===== config.mk =====
export PLATFORM = sky130hd
export DESIGN_NAME = priority_sorted_task_table_core
export DESIGN_NICKNAME = d
export VERILOG_FILES = /design/src/hdl/pstt_pkg.sv /design/src/hdl/priority_sorted_task_table_core.sv
export SDC_FILE = /design/constraint.sdc
export NUM_CORES = 1
export LEC_CHECK = 0
export BUFFER_PORTS_ARGS = -buffer_cell sky130_fd_sc_hd__clkbuf_2
export CAP_MARGIN = 40
export CORE_UTILIZATION = 65
export CTS_BUF_LIST = sky130_fd_sc_hd__clkbuf_4 sky130_fd_sc_hd__clkbuf_8
export DETAILED_ROUTE_END_ITERATION = 6
export PLACE_DENSITY = 0.81
export SYNTH_ARGS = -nofsm -noshare
export SYNTH_HDL_FRONTEND = slang
export SYNTH_SLANG_ARGS = --single-unit

===== constraint.sdc =====
create_clock -name clk -period 7.9 [get_ports clk]
set_input_delay 0.395 -clock clk [delete_from_list [all_inputs] [get_ports clk]]
set_output_delay 0.395 -clock clk [all_outputs]
set_load 0.02 [all_outputs]

===== src/hdl/pstt_pkg.sv =====
// Package for the priority-sorted task table: sizes, codes, state encoding
// and the status-letter helpers. No dependencies.
`default_nettype none
package pstt_pkg;
	localparam int Depth = 16;
	localparam int IdxW = $clog2(Depth);
	localparam int CntW = $clog2(Depth + 1);

	typedef enum logic [2:0] {
		REQ_INSERT = 3'd0,
		REQ_DELETE = 3'd1,
		REQ_UPDATE = 3'd2,
		REQ_SEARCH = 3'd3,
		REQ_LIST   = 3'd4
	} req_t;

	typedef enum logic [2:0] {
		RC_OK           = 3'd0,
		RC_BAD_STATUS   = 3'd1,
		RC_DUPLICATE    = 3'd2,
		RC_NOT_FOUND    = 3'd3,
		RC_EMPTY        = 3'd4,
		RC_BAD_PRIORITY = 3'd5,
		RC_FULL         = 3'd6,
		RC_NONE         = 3'd7
	} rc_t;

	typedef enum logic [3:0] {
		ST_IDLE,
		ST_FIND,
		ST_INS_POS,
		ST_INS_SHIFT,
		ST_DEL_SHIFT,
		ST_SCAN,
		ST_OUT
	} state_t;

	localparam logic [1:0] GRP_NONE = 2'd3;

	function automatic logic status_ok(input logic [7:0] s);
		return s == 8'h50 || s == 8'h49 || s == 8'h43 ||
		       s == 8'h70 || s == 8'h69 || s == 8'h63;
	endfunction

	function automatic logic [1:0] group_of(input logic [7:0] s);
		if (s == 8'h50 || s == 8'h70) return 2'd0;
		if (s == 8'h49 || s == 8'h69) return 2'd1;
		if (s == 8'h43 || s == 8'h63) return 2'd2;
		return GRP_NONE;
	endfunction
endpackage
`default_nettype wire


===== src/hdl/priority_sorted_task_table_core.sv =====
// Top level of the priority-sorted task table: table registers, sequencer,
// output register. Depends on pstt_pkg.
`default_nettype none
// A request is taken on s_axis when the block is idle. The block then walks
// the table one entry per cycle with a single compare/move unit, except that
// the search and list-all scan waits while the output register holds an
// unaccepted result, and emits its results on m_axis, with tlast on the final
// one. Insert goes through find, position, shift and report; delete through
// find, shift and report; update and a rejected insert or delete through find
// and report. Search checks the priority first and rejects a bad one without
// scanning. The report step also waits for a free output register.
// s_axis_tready is high only in idle. The final result may still wait in the
// output register while the next request starts. With 16 entries the longest
// request is list-all of a full table, with up to 18 results. Unknown request
// types are dropped with no result.
module priority_sorted_task_table_core
	import pstt_pkg::*;
(
	input  wire logic        clk,
	input  wire logic        arst_n,
	input  wire logic        s_axis_tvalid,
	output logic             s_axis_tready,
	// [2:0] req_type, [18:3] task_id, [21:19] priority_req, [29:22] status_char
	input  wire logic [31:0] s_axis_tdata,
	output logic             m_axis_tvalid,
	input  wire logic        m_axis_tready,
	// [2:0] result_code, [3] entry_present, [19:4] entry_id,
	// [22:20] entry_priority, [30:23] entry_status, [32:31] status_group
	output logic [39:0]      m_axis_tdata,
	output logic             m_axis_tlast
);
	logic [15:0] ids_q [Depth];
	logic [2:0]  pris_q [Depth];
	logic [7:0]  sts_q [Depth];
	logic [CntW-1:0] cnt_q;

	state_t state_q, state_d;
	logic [2:0]  req_q;
	logic [15:0] id_q;
	logic [2:0]  pri_q;
	logic [7:0]  st_q;
	logic [CntW-1:0] i_q, i_d;   // scan pointer
	logic [CntW-1:0] pos_q;      // insert position
	logic [1:0]  grp_q, grp_d;
	logic        hold_q, hold_d; // a match of the current pass is held back
	logic [IdxW-1:0] hidx_q, hidx_d; // index of the held match
	logic [2:0]  code_q;         // code of the single result of the request

	// output register
	logic        ov_q;
	logic [2:0]  orc_q;
	logic        opres_q;
	logic [15:0] oid_q;
	logic [2:0]  opri_q;
	logic [7:0]  ost_q;
	logic [1:0]  ogrp_q;
	logic        olast_q;

	logic take;
	logic out_free;
	logic [IdxW-1:0] ix;
	logic cur_match;
	logic scan_end;

	// emission request from the sequencer
	logic        emit;
	logic [2:0]  e_rc;
	logic        e_pres;
	logic [1:0]  e_grp;
	logic        e_last;
	// table write controls
	logic        do_ins_mv, do_ins_wr, do_del_mv, do_upd, cnt_inc, cnt_dec;

	assign s_axis_tready = (state_q == ST_IDLE);
	assign take = s_axis_tvalid && s_axis_tready;
	assign out_free = !ov_q || m_axis_tready;
	assign ix = i_q[IdxW-1:0];
	assign scan_end = (i_q >= cnt_q);

	always_comb begin
		cur_match = 1'b0;
		if (req_q == REQ_SEARCH) cur_match = (pris_q[ix] == pri_q);
		else cur_match = (group_of(sts_q[ix]) == grp_q);
	end

	always_comb begin
		state_d = state_q;
		i_d = i_q;
		grp_d = grp_q;
		hold_d = hold_q;
		hidx_d = hidx_q;
		emit = 1'b0;
		e_rc = RC_OK;
		e_pres = 1'b0;
		e_grp = 2'd0;
		e_last = 1'b1;
		do_ins_mv = 1'b0;
		do_ins_wr = 1'b0;
		do_del_mv = 1'b0;
		do_upd = 1'b0;
		cnt_inc = 1'b0;
		cnt_dec = 1'b0;
		case (state_q)
			ST_IDLE: begin
				if (take) begin
					i_d = '0;
					grp_d = 2'd0;
					hold_d = 1'b0;
					case (s_axis_tdata[2:0])
						REQ_INSERT, REQ_DELETE, REQ_UPDATE: state_d = ST_FIND;
						REQ_SEARCH, REQ_LIST: state_d = ST_SCAN;
						default: state_d = ST_IDLE;
					endcase
				end
			end
			ST_FIND: begin
				// walk for the id; decide once found or at the end
				if (!scan_end && ids_q[ix] != id_q) begin
					i_d = i_q + 1'b1;
				end else begin
					state_d = ST_OUT;
					case (req_q)
						REQ_INSERT: begin
							if (!status_ok(st_q)) e_rc = RC_BAD_STATUS;
							else if (!scan_end) e_rc = RC_DUPLICATE;
							else if (cnt_q >= CntW'(Depth)) e_rc = RC_FULL;
							else begin
								state_d = ST_INS_POS;
								i_d = '0;
							end
						end
						REQ_DELETE: begin
							if (cnt_q == '0) e_rc = RC_EMPTY;
							else if (scan_end) e_rc = RC_NOT_FOUND;
							else state_d = ST_DEL_SHIFT;
						end
						default: begin
							if (!status_ok(st_q)) e_rc = RC_BAD_STATUS;
							else if (scan_end) e_rc = RC_NOT_FOUND;
							else do_upd = 1'b1;
						end
					endcase
				end
			end
			ST_INS_POS: begin
				// front if first priority >= new, else after all <= new
				if (!scan_end && (i_q == '0 ? pris_q[ix] < pri_q : pris_q[ix] <= pri_q))
					i_d = i_q + 1'b1;
				else begin
					i_d = cnt_q;
					state_d = ST_INS_SHIFT;
				end
			end
			ST_INS_SHIFT: begin
				if (i_q > pos_q) begin
					do_ins_mv = 1'b1;
					i_d = i_q - 1'b1;
				end else begin
					do_ins_wr = 1'b1;
					cnt_inc = 1'b1;
					state_d = ST_OUT;
				end
			end
			ST_DEL_SHIFT: begin
				if (i_q + 1'b1 < cnt_q) begin
					do_del_mv = 1'b1;
					i_d = i_q + 1'b1;
				end else begin
					cnt_dec = 1'b1;
					state_d = ST_OUT;
				end
			end
			ST_SCAN: begin
				if (req_q == REQ_SEARCH && (pri_q < 3'd1 || pri_q > 3'd5)) begin
					e_rc = RC_BAD_PRIORITY;
					state_d = ST_OUT;
				end else if (out_free) begin
					e_grp = (req_q == REQ_LIST) ? grp_q : 2'd0;
					if (!scan_end) begin
						i_d = i_q + 1'b1;
						if (cur_match) begin
							// a later match exists, so release the held one as not-last
							// and hold this one in its place
							emit = hold_q;
							e_pres = 1'b1;
							e_last = 1'b0;
							hold_d = 1'b1;
							hidx_d = ix;
						end
					end else begin
						// end of a pass: release the held match as the final one of
						// the group, or a marker when the group had none
						emit = 1'b1;
						e_pres = hold_q;
						e_rc = hold_q ? RC_OK : RC_NONE;
						e_last = (req_q != REQ_LIST) || grp_q == 2'd2;
						hold_d = 1'b0;
						if (req_q == REQ_LIST && grp_q != 2'd2) begin
							grp_d = grp_q + 1'b1;
							i_d = '0;
						end else begin
							state_d = ST_IDLE;
						end
					end
				end
			end
			ST_OUT: begin
				e_rc = code_q;
				if (out_free) begin
					emit = 1'b1;
					state_d = ST_IDLE;
				end
			end
			default: state_d = ST_IDLE;
		endcase
	end

	always_ff @(posedge clk or negedge arst_n) begin
		if (!arst_n) begin
			state_q <= ST_IDLE;
			cnt_q <= '0;
			ov_q <= 1'b0;
		end else begin
			state_q <= state_d;
			if (cnt_inc) cnt_q <= cnt_q + 1'b1;
			if (cnt_dec) cnt_q <= cnt_q - 1'b1;
			if (emit) ov_q <= 1'b1;
			else if (m_axis_tready) ov_q <= 1'b0;
		end
	end

	always_ff @(posedge clk) begin
		i_q <= i_d;
		grp_q <= grp_d;
		hold_q <= hold_d;
		hidx_q <= hidx_d;
		if (take) begin
			req_q <= s_axis_tdata[2:0];
			id_q <= s_axis_tdata[18:3];
			pri_q <= s_axis_tdata[21:19];
			st_q <= s_axis_tdata[29:22];
		end
		if (state_q == ST_INS_POS) pos_q <= i_q;
		// stage the code of a single-result request until the output is free
		if ((state_q == ST_FIND || state_q == ST_SCAN) && state_d == ST_OUT)
			code_q <= e_rc;
		if (do_upd) sts_q[ix] <= st_q;
		if (do_ins_mv) begin
			ids_q[ix] <= ids_q[IdxW'(i_q - 1'b1)];
			pris_q[ix] <= pris_q[IdxW'(i_q - 1'b1)];
			sts_q[ix] <= sts_q[IdxW'(i_q - 1'b1)];
		end
		if (do_ins_wr) begin
			ids_q[ix] <= id_q;
			pris_q[ix] <= pri_q;
			sts_q[ix] <= st_q;
			code_q <= RC_OK;
		end
		if (do_del_mv) begin
			ids_q[ix] <= ids_q[IdxW'(i_q + 1'b1)];
			pris_q[ix] <= pris_q[IdxW'(i_q + 1'b1)];
			sts_q[ix] <= sts_q[IdxW'(i_q + 1'b1)];
		end
		if (cnt_dec) code_q <= RC_OK;
		if (emit) begin
			orc_q <= e_rc;
			opres_q <= e_pres;
			oid_q <= e_pres ? ids_q[hidx_q] : 16'd0;
			opri_q <= e_pres ? pris_q[hidx_q] : 3'd0;
			ost_q <= e_pres ? sts_q[hidx_q] : 8'd0;
			ogrp_q <= e_grp;
			olast_q <= e_last;
		end
	end

	assign m_axis_tvalid = ov_q;
	assign m_axis_tlast = olast_q;
	assign m_axis_tdata = {7'd0, ogrp_q, ost_q, opri_q, oid_q, opres_q, orc_q};

	a_ready_idle: assert property (@(posedge clk) disable iff (!arst_n)
		s_axis_tready |-> state_q == ST_IDLE) else $error("ready outside idle");
	a_cnt_range: assert property (@(posedge clk) disable iff (!arst_n)
		cnt_q <= CntW'(Depth)) else $error("count overflow");
	a_no_overwrite: assert property (@(posedge clk) disable iff (!arst_n)
		(ov_q && !m_axis_tready) |=> $stable(m_axis_tdata)) else $error("result lost");
endmodule
`default_nettype wire

==> key figures <==
Die
  • Top-Level Pins: between 70 and 80
  • Row count: 80
  • Core ar.: 47950 um^2
  • Die ar.: approximately 50000 um^2
  • Die Wd: 222.8 um
  • Starting Density: 0.6608
  • Die height: between 200 and 250 um

Routing
  • Iteration count of the initial detailed-routing pass: 6
  • DR vias/cell: 7.967
  • Vias: approximately 21000
  • # DRC: 0
  • WL final: 90750 um
  • Number of DRC markers in iteration 0: between 3000 and 4000
  • Detail Route Antenna Nets: 0
  • Avg WL per Cell: 34.81 um

Power
  • Design Power: 12.37 mW
  • Power Density: 349.9 nW/um^2
  • P_leak: 11.73 nW
  • Peak VDD IR: 0.2327 mV

Placement
  • RD Place Congestion: 0.8953
  • DPL Wire Length: about 56000 um
  • Dpl ws: 2.613 ns
  • PortBufs: 69
  • Placed cells: 2414

Critical path
  • Slowest stage delay, CP: 0.76 ns
  • CP Max Fanout: 31
  • Crit start category: register
  • Cell Chain, Critical Path: buf_4 -> mux4_1 -> mux2i_1 -> xnor2_1 -> nor4_1 -> a41oi_1 -> or4_4 -> o41ai_4 -> nand2_2 -> nor2_1 -> buf_4
  • CP endpoint kind: register
  • CP Data Arrival Time: 5.82 ns
  • Most Frequent Cell on Critical Path: buf_4
  • CP required: between 8 and 9 ns
  • Crit path kind: reg2reg
  • Worst path slowest cell: dfxtp_4

Yosys
  • Synth Register Bits: 530
  • Post-synth top area cell: edfxtp_1
  • Mux contribution to synthesized area: 0.3785
  • Synthesized cell area: 31680 um^2
  • EDFF count, synth: just over 500
  • Yosys cell types: around 70
  • Synth warn: 0
  • Largest family of logic cells by synthesized area: multiplexers
  • Leading cell types by count after synthesis: edfxtp_1, mux4_2, nor2_1
  • XOR/XNOR Fraction of Synth Area: 0.01299
  • Post-Synth Adder-Cell Area: 0.01129
  • Cells after synthesis: around 1800
  • Simple-gate share of the synthesized area: 0.04225
  • Most numerous cell in the Yosys netlist: edfxtp_1
  • Complex-gate fraction of the synthesized area: 0.03167
  • Register area share after synthesis: 0.4985
  • Synthesized area per cell: 17.85 um^2
  • Prevailing post-synth register cell: edfxtp_1
  • Largest cells by area after synthesis: edfxtp_1, mux4_2, mux2i_1
  • Fraction of registers with async set/reset: 0.01887
  • Yosys top cell area share: 0.4862

Timing
  • # setup viols final: 0
  • RSZ-0062 raised after global routing: false
  • Worst Tran Pin Value: 1.172 ns
  • Final Hold Viols: 0
  • Period utilisation layout: 0.6883
  • Final WS setup: roughly 2.5 ns
  • Worst slew margin: 0.2187
  • Clock Skew: between 0.03 and 0.04 ns
  • Fmax: ~180 MHz
  • Post-Route Setup TNS: 0 ns
  • Minimum clock period: 5.437 ns
  • Slew Limit Fails: 0
  • Hold WS: 0.1207 ns

GRT
  • First-pass GRT wire length: between 100000 and 150000 um
  • Initial antenna violation count: 1
  • Pin count of the biggest net entering global routing: 109
  • GRT Total Usage: 0.3790
  • GRT Residual Overflow: 0
  • Vias in the first global route: around 21000

CTS
  • CTS tree: yes
  • Clock latency on the worst-skew pair: around 0.70 ns
  • Clk sink count: 530
  • Maximum buffer depth of the clock tree: 3
  • Clk slew on worst S/H paths: about 0.070 ns
  • Root buf cell: clkbuf_8
  • Post-cts sizing count: 0
  • Inserted Clock Buffers: 88
  • H-tree depth: 3

Cells and area
  • Fill cells: roughly 2700
  • Area growth, synth to finish: 11.55%
  • N_diodes: 0
  • Share of layout cells above drive strength 1: 0.4162
  • Layout net count: 1986
  • Layout Cells excl Fill: ~2600

Status
  • Status: finished clean

Flow run
  • Max-cap violations: 0

Worst hold path
  • Hold Path Class: in2async
cells by family (layout without fill, tap and decap cells):
family | after synthesis | in the layout
compound gates | 147 | 147
simple gates | 268 | 268
xor+xnor | 47 | 47
other cells | 1 | 8
buf+inv | 185 | 395
flops | 530 | 530
fa+ha+maj | 28 | 28
mux | 569 | 569
final timing paths:
path / startpoint / endpoint / slack (ns) / cells past startpoint
worst max-delay path: register / sts_q[4][3]$_DFFE_PP_ / 2.46 / 11
worst min-delay path: arst_n / cnt_q[2]$_DFFE_PN0P_ / 0.12 / 2
worst max register to register: register / sts_q[4][3]$_DFFE_PP_ / 2.46 / 11
worst min register to register: code_q[2]$_SDFFE_PP0P_ / code_q[2]$_SDFFE_PP0P_ / 0.48 / 2
max in group asynchronous: arst_n / cnt_q[3]$_DFFE_PN0P_ / 7.55 / 2
min in group clk: m_axis_tready / m_axis_tvalid$_DFFE_PN0P_ / 0.15 / 3
critical path, delay by kind of cell (launching register included):
| kind | cells | cell delay [ns] |
|---|---|---|
| xor gates and xnor gates | 1 | 0.11 |
| and+or+nand+nor | 4 | 1.90 |
| DFF | 1 | 0.76 |
| AOI/OAI and AO/OA | 2 | 0.79 |
| buffers and inverters | 2 | 0.73 |
| muxes | 2 | 0.77 |
per-layer routing:
layer,global-route usage,up-vias,part of all wire
met3,0.1190,377,0.16
li1,-,7957,-
met1,0.5115,10420,0.32
met5,0,-,0.00011
met4,0.1844,2,0.052
met2,0.5688,2015,0.46
sequential cells by signal, summed over array words and instances, names as in the netlist, 4 cells and up, named ones only:
register  count
ids_q       256
sts_q       128
pris_q       48
id_q         16
oid_q        16
ost_q         8
st_q          8
cnt_q         5
i_q           5
pos_q         5
hidx_q        4
state_q       4
cells in the final DEF, fill, tap and decap left out, types with 33 or more instances in the layout:
cell type	synthesis	routed
clkbuf_8	0	92
clkbuf_2	0	69
edfxtp_1	513	513
a21oi_1	46	45
mux4_2	496	496
nor2_1	94	94
nand2_1	34	33
buf_4	9	83
xnor2_1	36	35
mux2i_1	60	60
and2_1	47	47
timing repair:
action / in CTS / in global routing
hold endpoints to repair: 40 / 0
buffers inserted: 0 / 0
hold buffers: 31 / 0
endpoints found under the setup margin: 0 / 0
report_power, final:
group,total (mW),internal (mW),switching [mW]
logic,5.62,2.57,3.05
registers,4.21,3.94,0.266
clock network,2.54,1.40,1.14
per-stage QoR:
stage	cell area [um^2]	util
floorplan	31710	-
global placement	32690	0.6817
detailed placement	33220	0.6928
CTS	35330	0.7368
global route	35340	0.7372
finish	35340	0.7372
layout make-up:
class,count,area [um^2],share of cell area
Sequential cell,530,15810,0.4472
Multi-Input combinational cell,1067,15220,0.4305
Timing Repair Buffer,199,1605,0.04542
Clock buffer,112,1416,0.04007
Tap cell,615,769.5,0.02177
Clock inverter,48,384.1,0.01087
Inverter,36,145.1,0.004106
(Power assumes the default switching activity.)
